$ cat config.mk
export PLATFORM = sky130hd
export DESIGN_NAME = stereo_biquad_lowpass_filter_core_flat
export DESIGN_NICKNAME = d
export VERILOG_FILES = /design/src/hdl/sbqf_pkg.sv /design/src/hdl/sbqf_if.sv /design/src/hdl/stereo_biquad_lowpass_filter_core.sv /design/src/hdl/sbqf_ram.sv /design/src/hdl/sbqf_ctrl.sv /design/src/hdl/sbqf_dp.sv /design/src/flat_wrapper.sv
export SDC_FILE = /design/constraint.sdc
export NUM_CORES = 2
export LEC_CHECK = 0
export ABC_AREA = 1
export BUFFER_PORTS_ARGS = -buffer_cell sky130_fd_sc_hd__buf_4
export CAP_MARGIN = 20
export CORE_MARGIN = 10
export CORE_UTILIZATION = 56
export CTS_BUF_LIST = sky130_fd_sc_hd__clkbuf_8
export DETAILED_ROUTE_END_ITERATION = 7
export PLACE_DENSITY = 0.75
export SYNTH_ARGS = -nofsm -noshare
export SYNTH_HDL_FRONTEND = slang
export SYNTH_SLANG_ARGS = --single-unit
$ cat constraint.sdc
create_clock -name clk -period 9.1 [get_ports clk]
set_input_delay 0.455 -clock clk [delete_from_list [all_inputs] [get_ports clk]]
set_output_delay 0.455 -clock clk [all_outputs]
set_load 0.02 [all_outputs]
$ cat src/hdl/sbqf_pkg.sv
// Shared types and constants for the stereo biquad filter.
package sbqf_pkg;

  localparam int SAMPLE_WIDTH   = 24;
  localparam int COEF_FRAC_BITS = 16;

  localparam int COEF_W  = 20;
  localparam int GAIN_W  = 18;
  localparam int NUM_CH  = 2;
  localparam int HIST_N  = 4;

  // intermediate sum is clamped to +-2^CLAMP_LOG before the gain multiply
  localparam int CLAMP_LOG = 44;
  localparam int CLAMP_W   = CLAMP_LOG + 2;
  // clamped sum is multiplied by gain in two halves split at this bit
  localparam int SPLIT     = 23;
  localparam int GACC_W    = 65;

  localparam int CFG_IDX_W  = 3;
  localparam int CFG_DATA_W = 20;

  localparam logic [CFG_IDX_W-1:0] REG_A0   = 3'd0;
  localparam logic [CFG_IDX_W-1:0] REG_A1   = 3'd1;
  localparam logic [CFG_IDX_W-1:0] REG_A2   = 3'd2;
  localparam logic [CFG_IDX_W-1:0] REG_B1   = 3'd3;
  localparam logic [CFG_IDX_W-1:0] REG_B2   = 3'd4;
  localparam logic [CFG_IDX_W-1:0] REG_GAIN = 3'd5;

  localparam logic signed [COEF_W-1:0] A0_RST   = 20'sd65536;
  localparam logic [GAIN_W-1:0]        GAIN_RST = 18'd58982;

  localparam int STEP_W = 3;

  // multiply-accumulate terms, one per step
  localparam logic [STEP_W-1:0] TERM_A0  = 3'd0;
  localparam logic [STEP_W-1:0] TERM_A1  = 3'd1;
  localparam logic [STEP_W-1:0] TERM_A2  = 3'd2;
  localparam logic [STEP_W-1:0] TERM_B1  = 3'd3;
  localparam logic [STEP_W-1:0] TERM_B2  = 3'd4;
  localparam logic [STEP_W-1:0] MAC_LAST = 3'd5;

  // gain multiply steps
  localparam logic [STEP_W-1:0] GAIN_LO  = 3'd0;
  localparam logic [STEP_W-1:0] GAIN_HI  = 3'd1;
  localparam logic [STEP_W-1:0] GAIN_SUM = 3'd2;

  typedef enum logic [2:0] {
    PH_IDLE,
    PH_READ,
    PH_MAC,
    PH_ROUND,
    PH_CLAMP,
    PH_GAIN,
    PH_SAT,
    PH_WB
  } phase_t;

  typedef struct packed {
    phase_t            phase;
    logic [STEP_W-1:0] step;
    logic              accept;
    logic              wb;
  } ctrl_t;

endpackage

$ cat src/hdl/sbqf_if.sv
// Handshake channel interfaces: audio input, filtered output, configuration writes.
interface sbqf_in_if #(parameter int SW = sbqf_pkg::SAMPLE_WIDTH);
  logic                 valid;
  logic                 ready;
  logic                 channel;
  logic signed [SW-1:0] sample;

  modport source (output valid, output channel, output sample, input ready);
  modport sink (input valid, input channel, input sample, output ready);
endinterface

interface sbqf_out_if #(parameter int SW = sbqf_pkg::SAMPLE_WIDTH);
  logic                 valid;
  logic                 ready;
  logic                 out_channel;
  logic signed [SW-1:0] filtered;

  modport source (output valid, output out_channel, output filtered, input ready);
  modport sink (input valid, input out_channel, input filtered, output ready);
endinterface

interface sbqf_cfg_if;
  logic                                valid;
  logic                                ready;
  logic [sbqf_pkg::CFG_IDX_W-1:0]      index;
  logic [sbqf_pkg::CFG_DATA_W-1:0]     data;

  modport source (output valid, output index, output data, input ready);
  modport sink (input valid, input index, input data, output ready);
endinterface

$ cat src/hdl/stereo_biquad_lowpass_filter_core.sv
// Two-channel direct-form-I biquad with per-channel history held in a RAM.
// A request passes the read, multiply-accumulate, round, clamp, gain and saturation
// phases, then waits in write-back while the output register is held by the sink.
// A new request is taken only after write-back, as the five-term multiply-
// accumulate and the two-part gain multiply share one multiplier.
// Reset: coefficients take their defaults and both channels' history reads as zero.
module stereo_biquad_lowpass_filter_core #(
  parameter int SAMPLE_WIDTH   = sbqf_pkg::SAMPLE_WIDTH,
  parameter int COEF_FRAC_BITS = sbqf_pkg::COEF_FRAC_BITS
) (
  input logic         clk,
  input logic         rst,
  sbqf_in_if.sink     audio,
  sbqf_out_if.source  result,
  sbqf_cfg_if.sink    cfg
);

  localparam int ROW_W = sbqf_pkg::HIST_N * SAMPLE_WIDTH;

  sbqf_pkg::ctrl_t                         ctrl;
  logic                                    channel;
  logic                                    out_free;
  logic [sbqf_pkg::NUM_CH-1:0]             hist_valid;
  logic                                    row_valid;
  logic [ROW_W-1:0]                        row, wr_row;
  logic signed [SAMPLE_WIDTH-1:0]          y;
  logic signed [sbqf_pkg::COEF_W-1:0]      coef_a0, coef_a1, coef_a2, coef_b1, coef_b2;
  logic [sbqf_pkg::GAIN_W-1:0]             output_gain;
  logic                                    out_valid;
  logic                                    out_channel;
  logic signed [SAMPLE_WIDTH-1:0]          filtered;

  // configuration registers
  assign cfg.ready = 1'b1;

  always_ff @(posedge clk) begin
    if (rst) begin
      coef_a0     <= sbqf_pkg::A0_RST;
      coef_a1     <= '0;
      coef_a2     <= '0;
      coef_b1     <= '0;
      coef_b2     <= '0;
      output_gain <= sbqf_pkg::GAIN_RST;
    end else if (cfg.valid) begin
      case (cfg.index)
        sbqf_pkg::REG_A0:   coef_a0     <= cfg.data;
        sbqf_pkg::REG_A1:   coef_a1     <= cfg.data;
        sbqf_pkg::REG_A2:   coef_a2     <= cfg.data;
        sbqf_pkg::REG_B1:   coef_b1     <= cfg.data;
        sbqf_pkg::REG_B2:   coef_b2     <= cfg.data;
        sbqf_pkg::REG_GAIN: output_gain <= cfg.data[sbqf_pkg::GAIN_W-1:0];
        default: begin
        end
      endcase
    end
  end

  sbqf_ctrl u_ctrl (
    .clk        (clk),
    .rst        (rst),
    .in_valid   (audio.valid),
    .in_channel (audio.channel),
    .out_free   (out_free),
    .in_ready   (audio.ready),
    .channel    (channel),
    .ctrl       (ctrl)
  );

  sbqf_ram #(
    .WIDTH (ROW_W),
    .DEPTH (sbqf_pkg::NUM_CH)
  ) u_hist_ram (
    .clk   (clk),
    .we    (ctrl.wb),
    .waddr (channel),
    .wdata (wr_row),
    .re    (ctrl.phase == sbqf_pkg::PH_READ),
    .raddr (channel),
    .rdata (row)
  );

  // row valid bits stand in for clearing the history at reset
  always_ff @(posedge clk) begin
    if (rst) begin
      hist_valid <= '0;
    end else if (ctrl.wb) begin
      hist_valid[channel] <= 1'b1;
    end
  end

  always_ff @(posedge clk) begin
    if (ctrl.phase == sbqf_pkg::PH_READ) begin
      row_valid <= hist_valid[channel];
    end
  end

  sbqf_dp #(
    .SW (SAMPLE_WIDTH),
    .F  (COEF_FRAC_BITS)
  ) u_dp (
    .clk       (clk),
    .ctrl      (ctrl),
    .sample    (audio.sample),
    .row       (row),
    .row_valid (row_valid),
    .coef_a0   (coef_a0),
    .coef_a1   (coef_a1),
    .coef_a2   (coef_a2),
    .coef_b1   (coef_b1),
    .coef_b2   (coef_b2),
    .gain      (output_gain),
    .wr_row    (wr_row),
    .y         (y)
  );

  // output register
  assign out_free = !out_valid || result.ready;

  always_ff @(posedge clk) begin
    if (rst) begin
      out_valid <= 1'b0;
    end else if (ctrl.wb) begin
      out_valid <= 1'b1;
    end else if (result.ready) begin
      out_valid <= 1'b0;
    end
  end

  always_ff @(posedge clk) begin
    if (ctrl.wb) begin
      out_channel <= channel;
      filtered    <= y;
    end
  end

  assign result.valid       = out_valid;
  assign result.out_channel = out_channel;
  assign result.filtered    = filtered;

endmodule

$ cat src/hdl/sbqf_ram.sv
// Generic single-write, single-read RAM with registered read data.
module sbqf_ram #(
  parameter int WIDTH = 8,
  parameter int DEPTH = 2
) (
  input  logic                                   clk,
  input  logic                                   we,
  input  logic [((DEPTH > 1) ? $clog2(DEPTH) : 1)-1:0] waddr,
  input  logic [WIDTH-1:0]                       wdata,
  input  logic                                   re,
  input  logic [((DEPTH > 1) ? $clog2(DEPTH) : 1)-1:0] raddr,
  output logic [WIDTH-1:0]                       rdata
);

  logic [WIDTH-1:0] mem [DEPTH];

  always_ff @(posedge clk) begin
    if (we) begin
      mem[waddr] <= wdata;
    end
    if (re) begin
      rdata <= mem[raddr];
    end
  end

endmodule

$ cat src/hdl/sbqf_ctrl.sv
// Sequencer: accepts a request, steps the datapath through its phases, writes back.
module sbqf_ctrl (
  input  logic            clk,
  input  logic            rst,
  input  logic            in_valid,
  input  logic            in_channel,
  input  logic            out_free,
  output logic            in_ready,
  output logic            channel,
  output sbqf_pkg::ctrl_t ctrl
);

  sbqf_pkg::phase_t                phase, phase_next;
  logic [sbqf_pkg::STEP_W-1:0]     step, step_next;
  logic                            accept, wb;

  always_ff @(posedge clk) begin
    if (rst) begin
      phase <= sbqf_pkg::PH_IDLE;
      step  <= '0;
    end else begin
      phase <= phase_next;
      step  <= step_next;
    end
  end

  always_ff @(posedge clk) begin
    if (accept) begin
      channel <= in_channel;
    end
  end

  always_comb begin
    phase_next = phase;
    step_next  = step;
    in_ready   = 1'b0;
    accept     = 1'b0;
    wb         = 1'b0;
    case (phase)
      sbqf_pkg::PH_IDLE: begin
        in_ready = 1'b1;
        if (in_valid) begin
          accept     = 1'b1;
          phase_next = sbqf_pkg::PH_READ;
        end
      end
      sbqf_pkg::PH_READ: begin
        step_next  = '0;
        phase_next = sbqf_pkg::PH_MAC;
      end
      sbqf_pkg::PH_MAC: begin
        if (step == sbqf_pkg::MAC_LAST) begin
          step_next  = '0;
          phase_next = sbqf_pkg::PH_ROUND;
        end else begin
          step_next = step + 1'b1;
        end
      end
      sbqf_pkg::PH_ROUND: begin
        phase_next = sbqf_pkg::PH_CLAMP;
      end
      sbqf_pkg::PH_CLAMP: begin
        step_next  = '0;
        phase_next = sbqf_pkg::PH_GAIN;
      end
      sbqf_pkg::PH_GAIN: begin
        if (step == sbqf_pkg::GAIN_SUM) begin
          step_next  = '0;
          phase_next = sbqf_pkg::PH_SAT;
        end else begin
          step_next = step + 1'b1;
        end
      end
      sbqf_pkg::PH_SAT: begin
        phase_next = sbqf_pkg::PH_WB;
      end
      sbqf_pkg::PH_WB: begin
        // hold until the output register can take the result
        if (out_free) begin
          wb         = 1'b1;
          phase_next = sbqf_pkg::PH_IDLE;
        end
      end
      default: begin
        phase_next = sbqf_pkg::PH_IDLE;
      end
    endcase
  end

  assign ctrl.phase  = phase;
  assign ctrl.step   = step;
  assign ctrl.accept = accept;
  assign ctrl.wb     = wb;

endmodule

$ cat src/hdl/sbqf_dp.sv
// Arithmetic datapath: shared multiplier, accumulator, rounding, clamp, gain and saturation.
module sbqf_dp #(
  parameter int SW = sbqf_pkg::SAMPLE_WIDTH,
  parameter int F  = sbqf_pkg::COEF_FRAC_BITS
) (
  input  logic                                 clk,
  input  sbqf_pkg::ctrl_t                      ctrl,
  input  logic signed [SW-1:0]                 sample,
  input  logic [sbqf_pkg::HIST_N*SW-1:0]       row,
  input  logic                                 row_valid,
  input  logic signed [sbqf_pkg::COEF_W-1:0]   coef_a0,
  input  logic signed [sbqf_pkg::COEF_W-1:0]   coef_a1,
  input  logic signed [sbqf_pkg::COEF_W-1:0]   coef_a2,
  input  logic signed [sbqf_pkg::COEF_W-1:0]   coef_b1,
  input  logic signed [sbqf_pkg::COEF_W-1:0]   coef_b2,
  input  logic [sbqf_pkg::GAIN_W-1:0]          gain,
  output logic [sbqf_pkg::HIST_N*SW-1:0]       wr_row,
  output logic signed [SW-1:0]                 y
);

  localparam int MA     = (SW > sbqf_pkg::SPLIT + 1) ? SW : sbqf_pkg::SPLIT + 1;
  localparam int CW     = sbqf_pkg::COEF_W;
  localparam int PROD_W = MA + CW;
  localparam int ACC_W  = SW + CW + 3;
  localparam int RND_W  = ACC_W + 1 - F;
  localparam int S_W    = (RND_W > sbqf_pkg::CLAMP_W) ? RND_W : sbqf_pkg::CLAMP_W;
  localparam int HI_W   = sbqf_pkg::CLAMP_W - sbqf_pkg::SPLIT;
  localparam int GW     = sbqf_pkg::GACC_W;
  localparam int YW     = GW - F;

  localparam logic signed [ACC_W:0]  HALF  = (ACC_W + 1)'(1) << (F - 1);
  localparam logic signed [GW-1:0]   GHALF = GW'(1) << (F - 1);
  localparam logic signed [S_W-1:0]  LIM   = S_W'(1) << sbqf_pkg::CLAMP_LOG;
  localparam logic signed [S_W-1:0]  NLIM  = -LIM;
  localparam logic signed [YW-1:0]   MAXV  = (YW'(1) << (SW - 1)) - YW'(1);
  localparam logic signed [YW-1:0]   MINV  = -MAXV - YW'(1);

  logic signed [SW-1:0]                 x0;
  logic signed [SW-1:0]                 h_x1, h_x2, h_y1, h_y2;
  logic signed [MA-1:0]                 mul_a;
  logic signed [CW-1:0]                 mul_b;
  logic signed [PROD_W-1:0]             prod;
  logic signed [ACC_W-1:0]              acc;
  logic signed [ACC_W:0]                rnd;
  logic signed [RND_W-1:0]              s;
  logic signed [S_W-1:0]                s_ext;
  logic signed [sbqf_pkg::CLAMP_W-1:0]  c;
  logic signed [HI_W-1:0]               c_hi;
  logic signed [GW-1:0]                 gacc;
  logic signed [YW-1:0]                 yw;

  // a row that was never written reads as zero history
  assign h_x1 = row_valid ? row[SW-1:0]      : '0;
  assign h_x2 = row_valid ? row[2*SW-1:SW]   : '0;
  assign h_y1 = row_valid ? row[3*SW-1:2*SW] : '0;
  assign h_y2 = row_valid ? row[4*SW-1:3*SW] : '0;

  // shift both histories by one place
  assign wr_row = {h_y1, y, h_x1, x0};

  assign c_hi  = c[sbqf_pkg::CLAMP_W-1:sbqf_pkg::SPLIT];
  assign rnd   = (ACC_W + 1)'(acc) + HALF;
  assign s_ext = S_W'(s);
  assign yw    = gacc[GW-1:F];

  always_comb begin
    mul_a = '0;
    mul_b = '0;
    case (ctrl.phase)
      sbqf_pkg::PH_MAC: begin
        case (ctrl.step)
          sbqf_pkg::TERM_A0: begin
            mul_a = MA'(x0);
            mul_b = coef_a0;
          end
          sbqf_pkg::TERM_A1: begin
            mul_a = MA'(h_x1);
            mul_b = coef_a1;
          end
          sbqf_pkg::TERM_A2: begin
            mul_a = MA'(h_x2);
            mul_b = coef_a2;
          end
          sbqf_pkg::TERM_B1: begin
            mul_a = MA'(h_y1);
            mul_b = coef_b1;
          end
          sbqf_pkg::TERM_B2: begin
            mul_a = MA'(h_y2);
            mul_b = coef_b2;
          end
          default: begin
            mul_a = '0;
            mul_b = '0;
          end
        endcase
      end
      sbqf_pkg::PH_GAIN: begin
        mul_b = CW'($signed({1'b0, gain}));
        case (ctrl.step)
          sbqf_pkg::GAIN_LO: mul_a = MA'($signed({1'b0, c[sbqf_pkg::SPLIT-1:0]}));
          sbqf_pkg::GAIN_HI: mul_a = MA'(c_hi);
          default:           mul_a = '0;
        endcase
      end
      default: begin
        mul_a = '0;
        mul_b = '0;
      end
    endcase
  end

  always_ff @(posedge clk) begin
    if (ctrl.accept) begin
      x0 <= sample;
    end
    prod <= mul_a * mul_b;
    case (ctrl.phase)
      sbqf_pkg::PH_READ: begin
        acc <= '0;
      end
      sbqf_pkg::PH_MAC: begin
        // accumulate the product issued one step earlier; feedback terms subtract
        if (ctrl.step > sbqf_pkg::TERM_B1) begin
          acc <= acc - ACC_W'(prod);
        end else if (ctrl.step != sbqf_pkg::TERM_A0) begin
          acc <= acc + ACC_W'(prod);
        end
      end
      sbqf_pkg::PH_ROUND: begin
        s <= rnd[ACC_W:F];
      end
      sbqf_pkg::PH_CLAMP: begin
        if (s_ext > LIM) begin
          c <= sbqf_pkg::CLAMP_W'(LIM);
        end else if (s_ext < NLIM) begin
          c <= sbqf_pkg::CLAMP_W'(NLIM);
        end else begin
          c <= sbqf_pkg::CLAMP_W'(s_ext);
        end
      end
      sbqf_pkg::PH_GAIN: begin
        if (ctrl.step == sbqf_pkg::GAIN_HI) begin
          gacc <= GW'(prod) + GHALF;
        end else if (ctrl.step == sbqf_pkg::GAIN_SUM) begin
          gacc <= gacc + (GW'(prod) <<< sbqf_pkg::SPLIT);
        end
      end
      sbqf_pkg::PH_SAT: begin
        if (yw > MAXV) begin
          y <= SW'(MAXV);
        end else if (yw < MINV) begin
          y <= SW'(MINV);
        end else begin
          y <= SW'(yw);
        end
      end
      default: begin
      end
    endcase
  end

endmodule
$ cat src/flat_wrapper.sv
// flat-port wrapper written by rule: the top's interface ports become plain ports
module stereo_biquad_lowpass_filter_core_flat 
#(
  parameter int SAMPLE_WIDTH   = sbqf_pkg::SAMPLE_WIDTH,
  parameter int COEF_FRAC_BITS = sbqf_pkg::COEF_FRAC_BITS
)
  (clk, rst, audio_valid, audio_channel, audio_sample, audio_ready, result_valid, result_out_channel, result_filtered, result_ready, cfg_valid, cfg_index, cfg_data, cfg_ready);
  sbqf_in_if audio_i ();
  sbqf_out_if result_i ();
  sbqf_cfg_if cfg_i ();
  input logic clk;
  input logic rst;
  input wire logic [$bits(audio_i.valid)-1:0] audio_valid;
  input wire logic [$bits(audio_i.channel)-1:0] audio_channel;
  input wire logic [$bits(audio_i.sample)-1:0] audio_sample;
  output wire logic [$bits(audio_i.ready)-1:0] audio_ready;
  output wire logic [$bits(result_i.valid)-1:0] result_valid;
  output wire logic [$bits(result_i.out_channel)-1:0] result_out_channel;
  output wire logic [$bits(result_i.filtered)-1:0] result_filtered;
  input wire logic [$bits(result_i.ready)-1:0] result_ready;
  input wire logic [$bits(cfg_i.valid)-1:0] cfg_valid;
  input wire logic [$bits(cfg_i.index)-1:0] cfg_index;
  input wire logic [$bits(cfg_i.data)-1:0] cfg_data;
  output wire logic [$bits(cfg_i.ready)-1:0] cfg_ready;
  assign audio_i.valid = audio_valid;
  assign audio_i.channel = audio_channel;
  assign audio_i.sample = audio_sample;
  assign audio_ready = audio_i.ready;
  assign result_valid = result_i.valid;
  assign result_out_channel = result_i.out_channel;
  assign result_filtered = result_i.filtered;
  assign result_i.ready = result_ready;
  assign cfg_i.valid = cfg_valid;
  assign cfg_i.index = cfg_index;
  assign cfg_i.data = cfg_data;
  assign cfg_ready = cfg_i.ready;
  stereo_biquad_lowpass_filter_core #(.SAMPLE_WIDTH(SAMPLE_WIDTH), .COEF_FRAC_BITS(COEF_FRAC_BITS)) u_core (.clk(clk), .rst(rst), .audio(audio_i), .result(result_i), .cfg(cfg_i));
endmodule
* Word level (Yosys, flattened, before mapping)
Memories as Yosys holds them, arrays and structs flattened. A register that Yosys moved wholly into a read port is not among the register bits.
Cells that the tools add are included.
** Cells by class
- Add/sub/neg operators :: 6
- Multiply operators :: 1
- $lt $le $gt $ge :: 7
- Eq/ne operators :: 22
- Multiplexer cells :: 37
- Bitwise gates (word level) :: 1
- Reductions and logical operators :: 22
** Operator list (count)
- 65-bit 2-to-1 mux :: 2
- 24-bit 2-to-1 mux :: 5
- 24-bit one-hot mux with 5 select lines :: 1
- 20-bit one-hot mux with 5 select lines :: 1
- 24-bit one-hot mux with 2 select lines :: 2
- 47-bit 2-to-1 mux :: 2
- 47-bit one-hot mux with 2 select lines :: 1
- 65-bit adder :: 1
- 49-bit by 24-bit greater-than comparator with 1-bit output, second input constant :: 1
- 49-bit by 24-bit < comparator with 1-bit output, second input constant :: 1
- 47-bit by 17-bit adder with 48-bit output, second input constant :: 1
- 47-bit by 44-bit adder with 47-bit output :: 1
- 47-bit by 44-bit subtractor with 47-bit output :: 1
- 32-bit by 46-bit greater-than comparator with 1-bit output, second input constant :: 1
- 46-bit 2-to-1 mux :: 1
- 44-bit by 17-bit adder with 45-bit output, second input constant :: 1
- 32-bit by 45-bit < comparator with 1-bit output, second input constant :: 1
- 24-bit by 20-bit multiplier with 44-bit output :: 1
- 20-bit one-hot mux with 2 select lines :: 1
- 3-bit equality test, second input constant :: 8
- 3-bit one-hot mux with 8 select lines :: 1
- 3-bit by 2-bit equality test with 1-bit output, second input constant :: 6
- 3-bit 2-to-1 mux :: 6
- 2-bit AND reduction :: 8
- 20 further kinds :: 41
** Word-level totals
- Register bits :: 436
- RAM bits :: 192
- Input port bits :: 53
- Logic and storage cells :: 119
- Memories :: 1
** Memories
- u_core.u_hist_ram.mem :: depth 2, width 96, read ports 1, clocked after memory_dff 1, wr ports 1, line sbqf_ram.sv:15 : logic [WIDTH-1:0] mem [DEPTH];

* Logic depth before layout (Yosys ltp)
- Depth after elaboration :: 6
- Gate-level depth with buffers :: 40
- Gate-level depth less buffers :: 37

* Modules after synthesis
From an unflattened synthesis, not the netlist that was laid out.
** Unflattened totals
- Cell total of the unflattened synthesis :: 6903
- Area, all modules :: 55615.8 um^2
** Modules (own cells, without submodules)
- sbqf_dp :: instances 1, cells each 5509, area each 39629.3 um^2, seq. area each 7126.8 um^2
- sbqf_ram :: instances 1, cells each 602, area each 9890.7 um^2, seq. area each 8648.3 um^2
- stereo_biquad_lowpass_filter_core :: instances 1, cells each 715, area each 5560.3 um^2, seq. area each 3203.1 um^2
- sbqf_ctrl :: instances 1, cells each 77, area each 535.5 um^2, seq. area each 150.1 um^2

* Worst setup path after synthesis
Ideal clock, no wire load.
- Kind :: register to register
- Start point :: register u_core.u_ctrl.phase[0]
- End point :: register u_core.u_dp.acc[0], enable pin
- Data arrival time :: 8835 ps
- Required time :: 8639 ps
- Setup slack :: -196 ps
- Stages on the path, launching flop included :: 4
- Path buffers :: 0
- Path through :: dfxtp_1 > inv_1 > nor3_1 > o21bai_1
** On the way
- Longest elaborated chain between the ends :: 3
** RTL lines
- from (decl) :: line sbqf_ctrl.sv:13 : sbqf_pkg::phase_t phase, phase_next;
- from (signal assigned) :: line sbqf_ctrl.sv:19 : phase <= sbqf_pkg::PH_IDLE;
- from (signal assigned) :: line sbqf_ctrl.sv:22 : phase <= phase_next;
- 3-bit by 2-bit equality test with 1-bit output or 3-bit by 1-bit equality test with 1-bit output (tied branches) :: line sbqf_dp.sv:118 : case (ctrl.phase)
- 3-bit inequality test (no line) or 2-bit nonzero test (tied branches)
- 2-bit AND reduction (no line) *
- to (signal assigned) :: line sbqf_dp.sv:125 : acc <= acc - ACC_W'(prod);
- to (signal assigned) :: line sbqf_dp.sv:127 : acc <= acc + ACC_W'(prod);
- to (decl) :: line sbqf_dp.sv:43 : logic signed [ACC_W-1:0] acc;
Mark *: on every way between the ends. The rest lies on a longest branch, timed or not.
A chain may end at the register's enable or synchronous reset.

* Worst setup path after layout
- Start point :: register u_core.u_ctrl.step[0] in the netlist's numbering
- End point :: register u_core.u_dp.prod[37]
** On the way
- Longest elaborated chain between the ends :: 4
** RTL lines
- from (decl) :: line sbqf_ctrl.sv:14 : logic [sbqf_pkg::STEP_W-1:0] step, step_next;
- from (signal assigned) :: line sbqf_ctrl.sv:23 : step <= step_next;
- 3-bit equality test, or another cell as far along :: line sbqf_dp.sv:71 : case (ctrl.step)
- 24-bit one-hot mux with 5 select lines, or another cell as far along :: line sbqf_dp.sv:71
- 24-bit one-hot mux with 2 select lines or 20-bit one-hot mux with 2 select lines (tied branches) :: line sbqf_dp.sv:69 : case (ctrl.phase)
- 24-bit by 20-bit multiplier with 44-bit output * :: line sbqf_dp.sv:117 : prod <= mul_a * mul_b;
- to (signal assigned) :: line sbqf_dp.sv:117
- to (decl) :: line sbqf_dp.sv:42 : logic signed [PROD_W-1:0] prod;
Marks and branches as above.

==> summary.md <==
| Metric | Value |
|---|---|
| Worst skew pair latency | 0.82 ns |
| Worst R2R Setup Slack | 0.40 ns |
| Hold Crit Class | in2reg |
| Status | finished clean |
| Synth warnings | 0 |
| Via/cell ratio | 5.57 |
| VDD IR max | 0.140 mV |
| Final setup TNS | 0 ns |
| DIE WIDTH | 333 um |
| Fmax | 115 MHz |
| Post-Syn Area | 54700 um2 |
| Multi-input logic area | 29700 um2 |
| Pwr/cell area | 145 nW/um2 |
| Avg WL per Cell | 20.6 um |
| Port buffer count | 79 |
| Die Y | 333 um |
| Seq. cell area | 19100 um2 |
| Minimum clock period | 8.70 ns |
| Reg2reg end | u_core.u_dp.prod[37]$_DFF_P_ |
| Global-route wire length before repair | 259000 um |
| Distinct cells, synth | 61 |
| Clk root buf | clkbuf_8 |
| Post-layout util | 61.2% |
| Post-Synthesis Net Count | 7364 |
| Post-Syn Area per Cell | 8.28 um2 |
| Worst Hold Depth | 3 |
| Unrepaired setup endpoints after global routing | false |
| Post-synth ARST share | 0% |
| DP Wirelength | 128000 um |
| CTS tree | yes |
| Critical Path End Type | flop |
| Layout cells sized above 1 | 6.00% |
| DRT antenna net count | 0 |
| Worst EP required | 9.81 ns |
| Clk pin slew, worst setup/hold paths | 0.07 ns |
| Max Slew Vio Count | 0 |
| Die area | 111000 um2 |
| Worst slew pin tran | 1.12 ns |
| Slowest-stage cell, CP | o21ai_2 |
| Max cap viols | 0 |
| Gpl congestion | 0.989 |
| All-Layer GR Usage | 29.9% |
| Max Clock Skew | 0.0529 ns |
| Crit path DAT | 9.41 ns |
| Final setup violation count | 0 |
| Mapped Cells | 6609 |
| Hold slack | 0.0965 ns |
| Final cycle utilization of the critical path | 95.6% |
| Worst R2R Start | u_core.u_ctrl.step[0]$_SDFFE_PP0P_ |
| H-tree depth reported by CTS | 3 |
| TritonCTS Buffers | 115 |
| Post-synthesis register bit count | 694 |
| Drc violations | 0 |
| Initial antenna violation count | 4 |
| R2R cell count | 28 |
| WL final | 167000 um |
| Total Nets Final | 7474 |
| Hold path startpoint | result_ready |
| Initial Util | 56.5% |
| CP most frequent cell | fa_1 |
| Max incr delay on CP | 0.67 ns |
| Io pins | 81 |
| Setup Fix Bufs, Post-CTS | 0 |
| Fillers | 8382 |
| Worst setup SP type | flop |
| 1st-pass router iterations | 8 |
| Post-synth EDFFs | 523 |
| Leakage | 29.6 nW |
| Critical path type | reg2reg |
| Final hold vios | 0 |
| GR Overflow Total | 0 |
| Vias in the first global route | 44.5k |
| Slew HR | 25.6% |
| Ys flop type | edfxtp_1 |
| Via count | 45.1k |
| Initial drt markers | 4836 |
| CTS Buffer Depth | 3 |
| Register area share after synthesis | 34.9% |
| CP max FO | 19 |
| Area Overhead vs Synth | 8.25% |
| Clk sinks | 694 |
| Largest net degree at the start of global routing | 113 |
| Endpoint, Worst Hold | u_core.result.valid$_SDFFE_PP0P_ |
| FP Rows | 114 |
| Core Area | 96900 um2 |
==> cells in the mapped netlist, drive strengths merged, types with 6 or more instances <==
library cell	count	share of area [%]
o22ai	16	0.18
dfxtp	171	6.3
nand4	106	1.2
a21o	7	0.096
fa	494	18
buf	122	1.7
a211oi	14	0.26
ha	208	4.8
o21bai	24	0.33
clkbuf	83	0.57
nand3b	14	0.19
a21oi	252	2.3
nor2	591	4.1
a21boi	7	0.096
o21a	19	0.26
nor3b	6	0.091
xnor2	37	0.59
a32oi	20	0.32
a22o	9	0.14
nor4	23	0.26
nor3	58	0.57
edfxtp	523	29
o21ai	272	2.8
nand2	1911	13
inv	1280	8.8
xor2	99	1.6
nand3	218	2.0
==> report_power, final <==
part	switching, mW	internal (mW)
Sequential	0.183	3.68
Combinational	1.38	0.520
Clock	1.38	1.43
Total	2.94	5.63
==> stage by stage <==
step / power, mW / cells / worst slack (ns) / cell area (um2)
after floorplan: 5.13 / 6609 / 1.83 / 54700
after global placement: 5.72 / 7827 / 0.599 / 56300
after detailed placement: 5.74 / 7827 / 0.508 / 56300
after CTS: 8.55 / 8087 / 0.403 / 59100
after global routing: 8.93 / 8092 / 0.0697 / 59300
final: 8.58 / 8094 / 0.402 / 59300
==> state kept, by name, summed over array words and instances (netlist names), 2 cells and up <==
register / count
u_core.u_dp.y: 24
u_core.u_dp.c: 32
u_core.coef_a2: 20
u_core.output_gain: 18
u_core.coef_a1: 20
u_core.u_dp.gacc: 49
u_core.u_ctrl.phase: 3
u_core.u_ctrl.step: 3
u_core.coef_b1: 20
u_core.coef_b2: 20
u_core.u_dp.s: 32
u_core.hist_valid: 2
u_core.u_dp.x0: 24
u_core.result.filtered: 24
u_core.u_hist_ram.rdata: 96
u_core.coef_a0: 20
u_core.u_dp.prod: 44
u_core.u_dp.acc: 47
u_core.u_hist_ram.mem: 192
==> critical path, delay by kind of cell (launching register included) <==
kind                       cells  cell delay, ns
buffers and inverters          6            0.93
and+or+nand+nor               10            1.77
xor gates and xnor gates       1            0.18
adders and majority gates      9            4.40
AOI/OAI and AO/OA              2            0.74
DFF                            1            0.55
==> layout by cell type, fill, tap and decap left out, types with 51 or more instances in the layout <==
| cell | count |
|---|---|
| a21oi_1 | 250 |
| buf_4 | 145 |
| clkbuf_8 | 122 |
| dfxtp_1 | 171 |
| edfxtp_1 | 523 |
| fa_1 | 494 |
| ha_1 | 207 |
| inv_1 | 1308 |
| nand2_1 | 1884 |
| nand3_1 | 214 |
| nand4_1 | 105 |
| nor2_1 | 575 |
| nor3_1 | 51 |
| o21ai_0 | 245 |
| xor2_1 | 99 |
==> worst max path at each step <==
stage                                        end  cells past startpoint                          startpoint  slack, ns
finish              u_core.u_dp.prod[37]$_DFF_P_                     28  u_core.u_ctrl.step[0]$_SDFFE_PP0P_       0.40
global route        u_core.u_dp.prod[43]$_DFF_P_                     29  u_core.u_ctrl.step[0]$_SDFFE_PP0P_       0.07
CTS                 u_core.u_dp.prod[43]$_DFF_P_                     29  u_core.u_ctrl.step[0]$_SDFFE_PP0P_       0.40
detailed placement  u_core.u_dp.prod[43]$_DFF_P_                     29  u_core.u_ctrl.step[0]$_SDFFE_PP0P_       0.51
global placement    u_core.u_dp.prod[43]$_DFF_P_                     29  u_core.u_ctrl.step[0]$_SDFFE_PP0P_       0.60
floorplan           u_core.u_dp.prod[41]$_DFF_P_                     31  u_core.u_ctrl.step[0]$_SDFFE_PP0P_       1.83
==> routing by layer <==
metal	track usage (%)	routed length, um	vias up
met5	0	0	-
met4	12.4	7860	0
met3	5.66	15700	419
met2	47.2	75200	2260
met1	40.4	67800	21600
li1	-	-	20800
==> cell families after synthesis <==
logic type / synth area share [%]
flops: 34.9
fa+ha+maj: 22.8
buf+inv: 11.0
simple gates: 21.9
compound gates: 7.07
other cells: 0.00685
xor+xnor: 2.18
==> timing repair <==
item	CTS	global route
setup endpoints to repair	0	3
hold buffers	47	0
endpoints found under the hold margin	149	0
resized for setup	0	3
==> cell type report <==
class | instances | share of cell area, %
inverter | 1281 | 8.13
tap | 1276 | 2.69
timing repair buffer | 198 | 2.86
antenna | 3 | 0.0127
multi-input combinational | 4429 | 50.1
clock inverter | 91 | 1.12
clock buffer | 122 | 2.83
sequential | 694 | 32.3
Note: power is estimated with default switching activity, not from simulation.
